[config.mk]
export PLATFORM = sky130hd
export DESIGN_NAME = led_matrix_row_scan_scroll_core_flat
export DESIGN_NICKNAME = d
export VERILOG_FILES = /design/src/rtl/core/lmrs_pkg.sv /design/src/rtl/core/lmrs_if.sv /design/src/rtl/core/lmrs_frame_store.sv /design/src/rtl/core/lmrs_scroll_ctrl.sv /design/src/rtl/core/lmrs_scan_seq.sv /design/src/rtl/core/led_matrix_row_scan_scroll_core.sv /design/src/flat_wrapper.sv
export SDC_FILE = /design/constraint.sdc
export NUM_CORES = 2
export LEC_CHECK = 0
export ABC_AREA = 1
export BUFFER_PORTS_ARGS = -buffer_cell sky130_fd_sc_hd__buf_4
export CORE_AREA = 2 2 403 405
export CTS_BUF_LIST = sky130_fd_sc_hd__clkbuf_4 sky130_fd_sc_hd__clkbuf_8
export CTS_CLUSTER_DIAMETER = 100
export DETAILED_ROUTE_END_ITERATION = 8
export DIE_AREA = 0 0 405 407
export PLACE_DENSITY = 0.76
export REMOVE_ABC_BUFFERS = 1
export SLEW_MARGIN = 40
export SYNTH_ARGS = -nofsm -noshare
export SYNTH_HDL_FRONTEND = slang
export SYNTH_SLANG_ARGS = --single-unit
[constraint.sdc]
create_clock -name clk -period 4.2 [get_ports clk]
set_clock_uncertainty 0.05 [all_clocks]
set_input_delay 0.21 -clock clk [delete_from_list [all_inputs] [get_ports clk]]
set_output_delay 0.21 -clock clk [all_outputs]
set_load 0.02 [all_outputs]
[src/rtl/core/lmrs_pkg.sv]
// Package for the LED matrix row scanner: widths, defaults, codes and shared types.
`timescale 1ns / 1ps
package lmrs_pkg;

	localparam int VISIBLE_COLUMNS_DEF = 64;
	localparam int ROW_COUNT_DEF       = 16;
	localparam int STORE_COLUMNS_DEF   = 128;

	localparam int COMMAND_W     = 2;
	localparam int INDEX_W       = 7;
	localparam int DATA_W        = 16;
	localparam int ROW_W         = 4;
	localparam int COLUMN_BITS_W = 64;
	localparam int PERIOD_W      = 8;
	localparam int OFFSET_W      = 7;
	localparam int RED_W         = OFFSET_W + 1;

	localparam logic [PERIOD_W-1:0] SCROLL_PERIOD_RESET = 8'd50;

	typedef enum logic [COMMAND_W-1:0] {
		CMD_TICK  = 2'd0,
		CMD_WRITE = 2'd1,
		CMD_START = 2'd2
	} command_t;

	typedef enum logic [2:0] {
		ST_IDLE,
		ST_REDUCE,
		ST_READ,
		ST_DRAIN,
		ST_DONE
	} seq_state_t;

	typedef struct packed {
		logic start;
		logic tick_done;
	} scroll_event_t;

	typedef struct packed {
		logic [ROW_W-1:0]    row;
		logic [OFFSET_W-1:0] offset;
		logic                half;
		logic                ended_next;
		logic                half_next;
		logic                active_next;
	} scroll_status_t;

endpackage

[src/rtl/core/lmrs_if.sv]
// Channel interfaces: command request, row result and configuration write.
`timescale 1ns / 1ps
interface lmrs_req_if;
	import lmrs_pkg::*;
	logic                 valid;
	logic                 ready;
	command_t             command;
	logic [INDEX_W-1:0]   column_index;
	logic [DATA_W-1:0]    column_data;
	modport source (output valid, command, column_index, column_data, input ready);
	modport sink (input valid, command, column_index, column_data, output ready);
endinterface

interface lmrs_res_if;
	import lmrs_pkg::*;
	logic                     valid;
	logic                     ready;
	logic                     row_data_bit;
	logic [ROW_W-1:0]         row_index;
	logic [COLUMN_BITS_W-1:0] column_bits;
	logic                     scroll_ended;
	logic                     half_select;
	logic                     scrolling;
	modport source (output valid, row_data_bit, row_index, column_bits, scroll_ended,
		half_select, scrolling, input ready);
	modport sink (input valid, row_data_bit, row_index, column_bits, scroll_ended,
		half_select, scrolling, output ready);
endinterface

interface lmrs_cfg_if;
	import lmrs_pkg::*;
	logic                valid;
	logic                ready;
	logic [PERIOD_W-1:0] data;
	modport source (output valid, data, input ready);
	modport sink (input valid, data, output ready);
endinterface

[src/rtl/core/lmrs_frame_store.sv]
// Column store: synchronous two-port memory, per-entry valid bits cleared at reset.
`timescale 1ns / 1ps
module lmrs_frame_store #(
	parameter int STORE_COLUMNS = lmrs_pkg::STORE_COLUMNS_DEF
) (
	input  logic                                clk,
	input  logic                                arst_n,
	input  logic                                wr_en,
	input  logic [$clog2(STORE_COLUMNS)-1:0]    wr_addr,
	input  logic [lmrs_pkg::DATA_W-1:0]         wr_data,
	input  logic                                rd_en,
	input  logic [$clog2(STORE_COLUMNS)-1:0]    rd_addr,
	output logic [lmrs_pkg::DATA_W-1:0]         rd_word
);
	import lmrs_pkg::*;

	logic [DATA_W-1:0]        mem [STORE_COLUMNS];
	logic [STORE_COLUMNS-1:0] valid_q;
	logic [DATA_W-1:0]        rdata_s1;
	logic                     rvalid_s1;

	always_ff @(posedge clk) begin
		if (wr_en) begin
			mem[wr_addr] <= wr_data;
		end
		if (rd_en) begin
			rdata_s1 <= mem[rd_addr];
		end
	end

	always_ff @(posedge clk or negedge arst_n) begin
		if (!arst_n) begin
			valid_q   <= '0;
			rvalid_s1 <= 1'b0;
		end else begin
			if (wr_en) begin
				valid_q[wr_addr] <= 1'b1;
			end
			if (rd_en) begin
				rvalid_s1 <= valid_q[rd_addr];
			end
		end
	end

	assign rd_word = rvalid_s1 ? rdata_s1 : '0;

endmodule

[src/rtl/core/lmrs_scroll_ctrl.sv]
// Scroll state: period register, row counter, start offset, half, speed and flags.
`timescale 1ns / 1ps
module lmrs_scroll_ctrl #(
	parameter int VISIBLE_COLUMNS = lmrs_pkg::VISIBLE_COLUMNS_DEF,
	parameter int ROW_COUNT       = lmrs_pkg::ROW_COUNT_DEF
) (
	input  logic                     clk,
	input  logic                     arst_n,
	lmrs_cfg_if.sink                 cfg,
	input  lmrs_pkg::scroll_event_t  ev,
	output lmrs_pkg::scroll_status_t status
);
	import lmrs_pkg::*;

	logic [PERIOD_W-1:0] period_q;
	logic [ROW_W-1:0]    row_q;
	logic [OFFSET_W-1:0] offset_q;
	logic                half_q;
	logic [PERIOD_W-1:0] speed_q;
	logic                active_q;
	logic                ended_q;

	logic [PERIOD_W-1:0] speed_inc;
	logic                step;
	logic [PERIOD_W-1:0] speed_n;
	logic [OFFSET_W-1:0] offset_n;
	logic                wrap;
	logic [ROW_W:0]      row_inc;
	logic [ROW_W-1:0]    row_n;

	assign cfg.ready = 1'b1;

	always_comb begin
		speed_inc = speed_q + 1'b1;
		step      = speed_inc > period_q;
		speed_n   = step ? '0 : speed_inc;
		offset_n  = step ? offset_q + 1'b1 : offset_q;
		wrap      = active_q && (offset_n == OFFSET_W'(VISIBLE_COLUMNS)) && !ended_q;
		row_inc   = {1'b0, row_q} + 1'b1;
		row_n     = (row_inc >= (ROW_W+1)'(ROW_COUNT)) ? '0 : row_inc[ROW_W-1:0];

		status.row         = row_q;
		status.offset      = offset_q;
		status.half        = half_q;
		status.ended_next  = ended_q | wrap;
		status.half_next   = half_q ^ wrap;
		status.active_next = active_q & ~wrap;
	end

	always_ff @(posedge clk or negedge arst_n) begin
		if (!arst_n) begin
			period_q <= SCROLL_PERIOD_RESET;
			row_q    <= '0;
			offset_q <= '0;
			half_q   <= 1'b0;
			speed_q  <= '0;
			active_q <= 1'b0;
			ended_q  <= 1'b0;
		end else begin
			if (cfg.valid) begin
				period_q <= cfg.data;
			end
			if (ev.start) begin
				ended_q  <= 1'b0;
				active_q <= 1'b1;
			end
			if (ev.tick_done) begin
				row_q <= row_n;
				if (active_q) begin
					speed_q  <= speed_n;
					offset_q <= wrap ? '0 : offset_n;
					half_q   <= half_q ^ wrap;
					if (wrap) begin
						ended_q  <= 1'b1;
						active_q <= 1'b0;
					end
				end
			end
		end
	end

endmodule

[src/rtl/core/lmrs_scan_seq.sv]
// Command sequencer: index reduction, column read sweep, row assembly and result register.
`timescale 1ns / 1ps
module lmrs_scan_seq #(
	parameter int VISIBLE_COLUMNS = lmrs_pkg::VISIBLE_COLUMNS_DEF,
	parameter int STORE_COLUMNS   = lmrs_pkg::STORE_COLUMNS_DEF
) (
	input  logic                                clk,
	input  logic                                arst_n,
	lmrs_req_if.sink                            request,
	lmrs_res_if.source                          result,
	input  lmrs_pkg::scroll_status_t            status,
	output lmrs_pkg::scroll_event_t             ev,
	output logic                                wr_en,
	output logic [$clog2(STORE_COLUMNS)-1:0]    wr_addr,
	output logic [lmrs_pkg::DATA_W-1:0]         wr_data,
	output logic                                rd_en,
	output logic [$clog2(STORE_COLUMNS)-1:0]    rd_addr,
	input  logic [lmrs_pkg::DATA_W-1:0]         rd_word
);
	import lmrs_pkg::*;

	localparam int AW = $clog2(STORE_COLUMNS);
	localparam int VG = ((VISIBLE_COLUMNS + 7) / 8) * 8;
	localparam int CW = $clog2(VG);
	localparam int KW = $clog2(COLUMN_BITS_W);

	seq_state_t               state_q, state_d;
	logic                     is_write_q;
	logic [RED_W-1:0]         red_q;
	logic [DATA_W-1:0]        data_q;
	logic [AW-1:0]            addr_q;
	logic [CW-1:0]            col_q;
	logic [CW-1:0]            col_s1;
	logic                     rd_s1;
	logic [COLUMN_BITS_W-1:0] bits_q;

	logic                     out_valid_q;
	logic                     out_row_bit_q;
	logic [ROW_W-1:0]         out_row_q;
	logic [COLUMN_BITS_W-1:0] out_bits_q;
	logic                     out_ended_q;
	logic                     out_half_q;
	logic                     out_active_q;

	logic                     accept;
	logic                     reduce_done;
	logic                     load_out;
	logic [RED_W-1:0]         base;
	logic [KW-1:0]            bit_k;

	assign reduce_done = red_q < RED_W'(STORE_COLUMNS);
	assign accept      = request.valid && request.ready;
	assign base        = {1'b0, status.offset} + (status.half ? RED_W'(VISIBLE_COLUMNS) : '0);
	assign bit_k       = KW'(col_s1 ^ CW'(7));

	always_comb begin
		state_d       = state_q;
		request.ready = 1'b0;
		ev            = '0;
		wr_en         = 1'b0;
		rd_en         = 1'b0;
		load_out      = 1'b0;
		case (state_q)
			ST_IDLE: begin
				request.ready = 1'b1;
				if (request.valid) begin
					case (request.command)
						CMD_TICK:  state_d  = ST_REDUCE;
						CMD_WRITE: state_d  = ST_REDUCE;
						CMD_START: ev.start = 1'b1;
						default:   state_d  = ST_IDLE;
					endcase
				end
			end
			ST_REDUCE: begin
				if (reduce_done) begin
					if (is_write_q) begin
						wr_en   = 1'b1;
						state_d = ST_IDLE;
					end else begin
						state_d = ST_READ;
					end
				end
			end
			ST_READ: begin
				rd_en = 1'b1;
				if (col_q == CW'(VG - 1)) begin
					state_d = ST_DRAIN;
				end
			end
			ST_DRAIN: state_d = ST_DONE;
			ST_DONE: begin
				if (!out_valid_q || result.ready) begin
					load_out     = 1'b1;
					ev.tick_done = 1'b1;
					state_d      = ST_IDLE;
				end
			end
			default: state_d = ST_IDLE;
		endcase
	end

	always_ff @(posedge clk or negedge arst_n) begin
		if (!arst_n) begin
			state_q     <= ST_IDLE;
			rd_s1       <= 1'b0;
			out_valid_q <= 1'b0;
		end else begin
			state_q <= state_d;
			rd_s1   <= rd_en;
			if (load_out) begin
				out_valid_q <= 1'b1;
			end else if (result.ready) begin
				out_valid_q <= 1'b0;
			end
		end
	end

	always_ff @(posedge clk) begin
		if (accept) begin
			is_write_q <= (request.command == CMD_WRITE);
			red_q      <= (request.command == CMD_WRITE) ? RED_W'(request.column_index) : base;
			data_q     <= request.column_data;
			bits_q     <= '1;
		end
		if (state_q == ST_REDUCE) begin
			if (reduce_done) begin
				addr_q <= red_q[AW-1:0];
				col_q  <= '0;
			end else begin
				red_q <= red_q - RED_W'(STORE_COLUMNS);
			end
		end
		if (state_q == ST_READ) begin
			col_q  <= col_q + 1'b1;
			addr_q <= (addr_q == AW'(STORE_COLUMNS - 1)) ? '0 : addr_q + 1'b1;
		end
		col_s1 <= col_q;
		if (rd_s1 && ({1'b0, bit_k} < (KW+1)'(VISIBLE_COLUMNS))) begin
			bits_q[bit_k] <= ~rd_word[status.row];
		end
		if (load_out) begin
			out_row_bit_q <= (status.row != '0);
			out_row_q     <= status.row;
			out_bits_q    <= bits_q;
			out_ended_q   <= status.ended_next;
			out_half_q    <= status.half_next;
			out_active_q  <= status.active_next;
		end
	end

	assign wr_addr = red_q[AW-1:0];
	assign wr_data = data_q;
	assign rd_addr = addr_q;

	assign result.valid        = out_valid_q;
	assign result.row_data_bit = out_row_bit_q;
	assign result.row_index    = out_row_q;
	assign result.column_bits  = out_bits_q;
	assign result.scroll_ended = out_ended_q;
	assign result.half_select  = out_half_q;
	assign result.scrolling    = out_active_q;

endmodule

[src/rtl/core/led_matrix_row_scan_scroll_core.sv]
// Top level of the LED matrix row scanner and scroller.
//
// request carries one command item: scan tick, write column or start scrolling.
// result carries one row item per scan tick; writes and starts give no result.
// cfg writes the scroll period (ticks minus one between single-column steps).
//
// A write item is accepted, the store size is subtracted from the index while it is
// out of range, and then the column memory is written.
// A tick is accepted, the store size is subtracted from the read base while it is out
// of range, and VISIBLE_COLUMNS (rounded up to a multiple of 8) columns are read from
// the column memory one column per cycle. A start item only raises the start event.
// The result register parts the two sides: the next item is accepted while a row
// waits to be taken. A tick whose row is done waits while the receiver stalls.
// Reset clears the column store valid bits at once, so every column reads as
// unlit, and sets the scroll period to 50 with scrolling stopped.
`timescale 1ns / 1ps
module led_matrix_row_scan_scroll_core #(
	parameter int VISIBLE_COLUMNS = lmrs_pkg::VISIBLE_COLUMNS_DEF,
	parameter int ROW_COUNT       = lmrs_pkg::ROW_COUNT_DEF,
	parameter int STORE_COLUMNS   = lmrs_pkg::STORE_COLUMNS_DEF
) (
	input  logic       clk,
	input  logic       arst_n,
	lmrs_req_if.sink   request,
	lmrs_res_if.source result,
	lmrs_cfg_if.sink   cfg
);
	import lmrs_pkg::*;

	localparam int AW = $clog2(STORE_COLUMNS);

	scroll_event_t     ev;
	scroll_status_t    status;
	logic              wr_en;
	logic [AW-1:0]     wr_addr;
	logic [DATA_W-1:0] wr_data;
	logic              rd_en;
	logic [AW-1:0]     rd_addr;
	logic [DATA_W-1:0] rd_word;

	lmrs_scroll_ctrl #(
		.VISIBLE_COLUMNS(VISIBLE_COLUMNS),
		.ROW_COUNT(ROW_COUNT)
	) u_scroll_ctrl (
		.clk(clk),
		.arst_n(arst_n),
		.cfg(cfg),
		.ev(ev),
		.status(status)
	);

	lmrs_frame_store #(
		.STORE_COLUMNS(STORE_COLUMNS)
	) u_frame_store (
		.clk(clk),
		.arst_n(arst_n),
		.wr_en(wr_en),
		.wr_addr(wr_addr),
		.wr_data(wr_data),
		.rd_en(rd_en),
		.rd_addr(rd_addr),
		.rd_word(rd_word)
	);

	lmrs_scan_seq #(
		.VISIBLE_COLUMNS(VISIBLE_COLUMNS),
		.STORE_COLUMNS(STORE_COLUMNS)
	) u_scan_seq (
		.clk(clk),
		.arst_n(arst_n),
		.request(request),
		.result(result),
		.status(status),
		.ev(ev),
		.wr_en(wr_en),
		.wr_addr(wr_addr),
		.wr_data(wr_data),
		.rd_en(rd_en),
		.rd_addr(rd_addr),
		.rd_word(rd_word)
	);

endmodule

[src/flat_wrapper.sv]
// flat-port wrapper written by rule: the top's interface ports become plain ports
module led_matrix_row_scan_scroll_core_flat import lmrs_pkg::*;
#(
	parameter int VISIBLE_COLUMNS = lmrs_pkg::VISIBLE_COLUMNS_DEF,
	parameter int ROW_COUNT       = lmrs_pkg::ROW_COUNT_DEF,
	parameter int STORE_COLUMNS   = lmrs_pkg::STORE_COLUMNS_DEF
)
  (clk, arst_n, request_valid, request_command, request_column_index, request_column_data, request_ready, result_valid, result_row_data_bit, result_row_index, result_column_bits, result_scroll_ended, result_half_select, result_scrolling, result_ready, cfg_valid, cfg_data, cfg_ready);
  lmrs_req_if request_i ();
  lmrs_res_if result_i ();
  lmrs_cfg_if cfg_i ();
  input  logic clk;
  input  logic arst_n;
  input wire logic [$bits(request_i.valid)-1:0] request_valid;
  input wire logic [$bits(request_i.command)-1:0] request_command;
  input wire logic [$bits(request_i.column_index)-1:0] request_column_index;
  input wire logic [$bits(request_i.column_data)-1:0] request_column_data;
  output wire logic [$bits(request_i.ready)-1:0] request_ready;
  output wire logic [$bits(result_i.valid)-1:0] result_valid;
  output wire logic [$bits(result_i.row_data_bit)-1:0] result_row_data_bit;
  output wire logic [$bits(result_i.row_index)-1:0] result_row_index;
  output wire logic [$bits(result_i.column_bits)-1:0] result_column_bits;
  output wire logic [$bits(result_i.scroll_ended)-1:0] result_scroll_ended;
  output wire logic [$bits(result_i.half_select)-1:0] result_half_select;
  output wire logic [$bits(result_i.scrolling)-1:0] result_scrolling;
  input wire logic [$bits(result_i.ready)-1:0] result_ready;
  input wire logic [$bits(cfg_i.valid)-1:0] cfg_valid;
  input wire logic [$bits(cfg_i.data)-1:0] cfg_data;
  output wire logic [$bits(cfg_i.ready)-1:0] cfg_ready;
  assign request_i.valid = request_valid;
  assign request_i.command = request_command;
  assign request_i.column_index = request_column_index;
  assign request_i.column_data = request_column_data;
  assign request_ready = request_i.ready;
  assign result_valid = result_i.valid;
  assign result_row_data_bit = result_i.row_data_bit;
  assign result_row_index = result_i.row_index;
  assign result_column_bits = result_i.column_bits;
  assign result_scroll_ended = result_i.scroll_ended;
  assign result_half_select = result_i.half_select;
  assign result_scrolling = result_i.scrolling;
  assign result_i.ready = result_ready;
  assign cfg_i.valid = cfg_valid;
  assign cfg_i.data = cfg_data;
  assign cfg_ready = cfg_i.ready;
  led_matrix_row_scan_scroll_core #(.VISIBLE_COLUMNS(VISIBLE_COLUMNS), .ROW_COUNT(ROW_COUNT), .STORE_COLUMNS(STORE_COLUMNS)) u_core (.clk(clk), .arst_n(arst_n), .request(request_i), .result(result_i), .cfg(cfg_i));
endmodule
==> impl_metrics.json <==
{
  "hp-start": "request_column_index[4]",
  "synth_ff_type": "edfxtp_1",
  "holdPathEnd": "u_core.u_scan_seq.red_q[4]",
  "globalplace.congestion": 0.933,
  "grt_pass1_wl_um": 391000,
  "cp-startpoint": "u_core.u_scan_seq.rd_addr[0]",
  "seq_power_share_pct": 38.7,
  "critPathMaxFanout": 86,
  "cts_buffers": 381,
  "ys_ff_latch": 2408,
  "clk_path_buf_depth": 4,
  "p_per_area_nw_per_um2": 693,
  "rsz0062_at_grt": "no",
  "syn-cell-area_um2": 95700,
  "syn_inst": 7469,
  "critPathLaunchType": "flip-flop",
  "vias": 65100,
  "crit_required_ns": 5.07,
  "ys_types": 51,
  "drc": 0,
  "placed_cell_area_um2": 99600,
  "outcome": "completed",
  "fin_nets": 7884,
  "ant_nets": 0,
  "reg2reg_setup_slack_ns": 0.52,
  "via_per_inst": 6.33,
  "seq_area_um2": 70800,
  "period_share_pct": 87.6,
  "yosysWarnings": 0,
  "wl_per_cell_um": 26.0,
  "cts_tree": "yes",
  "maxSlewHeadroom_pct": 41.8,
  "clock_sinks": 2408,
  "clk_latency_ns": 1.08,
  "seq_area_frac_synth_pct": 74.0,
  "rows": 147,
  "arrival_ns": 4.56,
  "critPathKind": "reg -> reg",
  "post-dp-hpwl_um": 147000,
  "clk_pin_slew_ns": 0.08,
  "antenna_found_initial": 3,
  "firstDrtPassIters": 8,
  "setup_viol": 0,
  "die_x_um": 405,
  "port_buffers": 111,
  "drtIter0Drc": 9823,
  "syn_to_final_growth_pct": 12.6,
  "crit_path_end_kind": "flip-flop",
  "grt_max_degree": 147,
  "instances_no_fill": 10300,
  "p_int_w": 0.0455,
  "start_util_pct": 59.7,
  "grtUsageTotal_pct": 32.0,
  "synthArstFlopShare_pct": 6.81,
  "dp.cells": 9527,
  "post_cts_buffers": 0,
  "multi_input_area_um2": 21800,
  "die-area_um2": 165000,
  "cts_root_buf": "clkbuf_8",
  "tns_ns": 0,
  "grt_pass1_vias": 62100,
  "h-tree-depth": 5,
  "drt-total-wl_um": 267000,
  "nFillCells": 10800,
  "clock.fmax_mhz": 272,
  "p_leak_nw": 37.8,
  "final_area_um2": 108000,
  "whs_path_depth": 4,
  "tightest_slew_ns": 0.868,
  "min_period_ns": 3.68,
  "hold_class": "in -> reg",
  "switching_power_w": 0.0292,
  "io_pins": 113,
  "combPwrFrac_pct": 35.4,
  "slew_viol_final": 0,
  "switching_share_pct": 39.1,
  "reg2regPathDepth": 10,
  "die_h_um": 407,
  "p_clk_share_pct": 25.9,
  "gr-total-overflow": 0,
  "core_um2": 160000,
  "syn_avg_cell_area_um2": 12.8,
  "ir_worst_vdd_uv": 788,
  "layout-drive-gt1-share_pct": 13.6,
  "synth_edf_count": 2173,
  "final-hold-violation-count": 0,
  "r2r-end": "u_core.u_frame_store.rdata_s1[4]",
  "worstReg2RegStart": "u_core.u_scan_seq.rd_addr[0]",
  "cap_violations": 0
}
[power groups by stage]
stage	clock (W)	sequential, W	combinational (W)
global placement	0	0.0293	0.0249
global route	0.0205	0.0289	0.0279
CTS	0.0194	0.0288	0.0257
floorplan	0	0.0305	0.0102
detailed placement	0	0.0293	0.0255
finish	0.0193	0.0289	0.0265
[cell usage after synthesis, types with 43 or more instances]
master,number,area share (%)
o21ai_0,872,4.6
inv_1,166,0.65
edfxtp_1,2173,68
dfxtp_1,71,1.5
nand3_1,236,1.2
buf_6,51,0.60
nand2_1,882,3.5
clkbuf_1,257,1.0
buf_2,104,0.54
o211ai_1,133,1.0
o22ai_1,500,3.3
mux2i_1,134,1.4
a21oi_1,166,0.87
buf_4,43,0.34
dfrtp_1,161,4.2
or2_2,73,0.48
o21ai_1,126,0.66
nor2_1,1106,4.3
[critical path, cell delays in order, from the launching register on]
cell	delay [ns]
edfxtp_1	0.70
buf_12	0.38
buf_4	0.57
o21ai_0	0.18
o22ai_1	0.24
o21ai_1	0.10
o22ai_1	0.52
nand2_1	0.26
nand3_1	0.18
nand3_1	0.20
nand2_1	0.12
[metal layers]
metal	global-route usage (%)	routed length, um	vias to the layer above	share of wire (%)
li1	-	-	28000	-
met5	0	11	-	0.0041
met4	16.1	14300	2	5.4
met2	48.7	122000	4693	46
met3	7.59	34300	756	13
met1	43.4	96800	31600	36
[sequential cells by signal (all words and copies together), names as in the netlist, 3 cells and up]
register and count:
u_core.u_scan_seq.col_q 6, u_core.u_scroll_ctrl.offset_q 7, u_core.u_frame_store.rdata_s1 16, u_core.u_scan_seq.red_q 8, u_core.u_scan_seq.col_s1 6, u_core.u_frame_store.valid_q 128, u_core.u_scan_seq.state_q 3, u_core.u_frame_store.mem 2048
u_core.u_scan_seq.rd_addr 7, u_core.u_scan_seq.wr_data 16, u_core.u_scan_seq.bits_q 64, u_core.u_scan_seq.result.row_index 4, u_core.u_scroll_ctrl.period_q 8, u_core.u_scroll_ctrl.row_q 4, u_core.u_scroll_ctrl.speed_q 8, u_core.u_scan_seq.result.column_bits 64
[what timing repair did]
item / 4_1_cts / 5_1_grt
hold buffers: 81 / 0
hold endpoints to repair: 259 / 0
gates resized for setup: 0 / 0
setup endpoints to repair: 0 / 0
[worst max path at each step]
stage,endpoint,slack (ns),depth (start not counted)
floorplan,u_core.u_frame_store.rdata_s1[12],-40.13,10
global placement,u_core.u_frame_store.rdata_s1[4],0.62,10
detailed placement,u_core.u_frame_store.rdata_s1[4],0.64,10
CTS,u_core.u_frame_store.rdata_s1[4],0.61,10
global route,u_core.u_scan_seq.result.half_select,0.40,19
finish,u_core.u_frame_store.rdata_s1[4],0.52,10
[cell usage in the layout, fill, tap and decap left out, types with 73 or more instances in the layout]
master,netlist,final
a21oi_1,166,166
buf_4,43,316
clkbuf_4,0,145
clkbuf_8,0,412
clkinv_1,3,76
dfrtp_1,161,160
dlygate4sd3_1,0,80
edfxtp_1,2173,2173
inv_1,166,164
mux2i_1,134,134
nand2_1,882,882
nand3_1,236,235
nor2_1,1106,1104
o211ai_1,133,133
o21ai_0,872,871
o21ai_1,126,127
o22ai_1,500,500
or2_2,73,73
[cell families (layout without fill, tap and decap cells)]
logic type | Yosys count | after routing | synth area share, %
muxes | 135 | 135 | 1.41
buffers and inverters | 661 | 1315 | 3.33
adders and majority gates | 15 | 15 | 0.196
xor gates and xnor gates | 17 | 17 | 0.156
other | 1 | 4 | 0.00392
and+or+nand+nor | 2383 | 2383 | 10.1
AOI/OAI and AO/OA | 1849 | 1849 | 10.8
DFF | 2408 | 2408 | 74.0
[cell type report]
cell class                 count  area share, %
clock inverter               119          0.541
tap                         2160           2.51
sequential                  2408           65.7
multi-input combinational   4400           20.2
clock buffer                 556           6.26
antenna                        3        0.00696
inverter                     178          0.665
timing repair buffer         462           4.13
[through the flow]
stage	util [%]	worst slack, ns	hold WS (ns)	total power, W
final	67.3	0.519	0.0919	0.0747
after global routing	67.3	0.400	0.112	0.0773
after CTS	67.3	0.615	0.0315	0.0739
after detailed placement	62.2	0.640	0.222	0.0548
after global placement	62.1	0.619	0.222	0.0542
after floorplan	-	-40.13	-0.136	0.0407
Note: power is estimated with default switching activity, not from simulation.
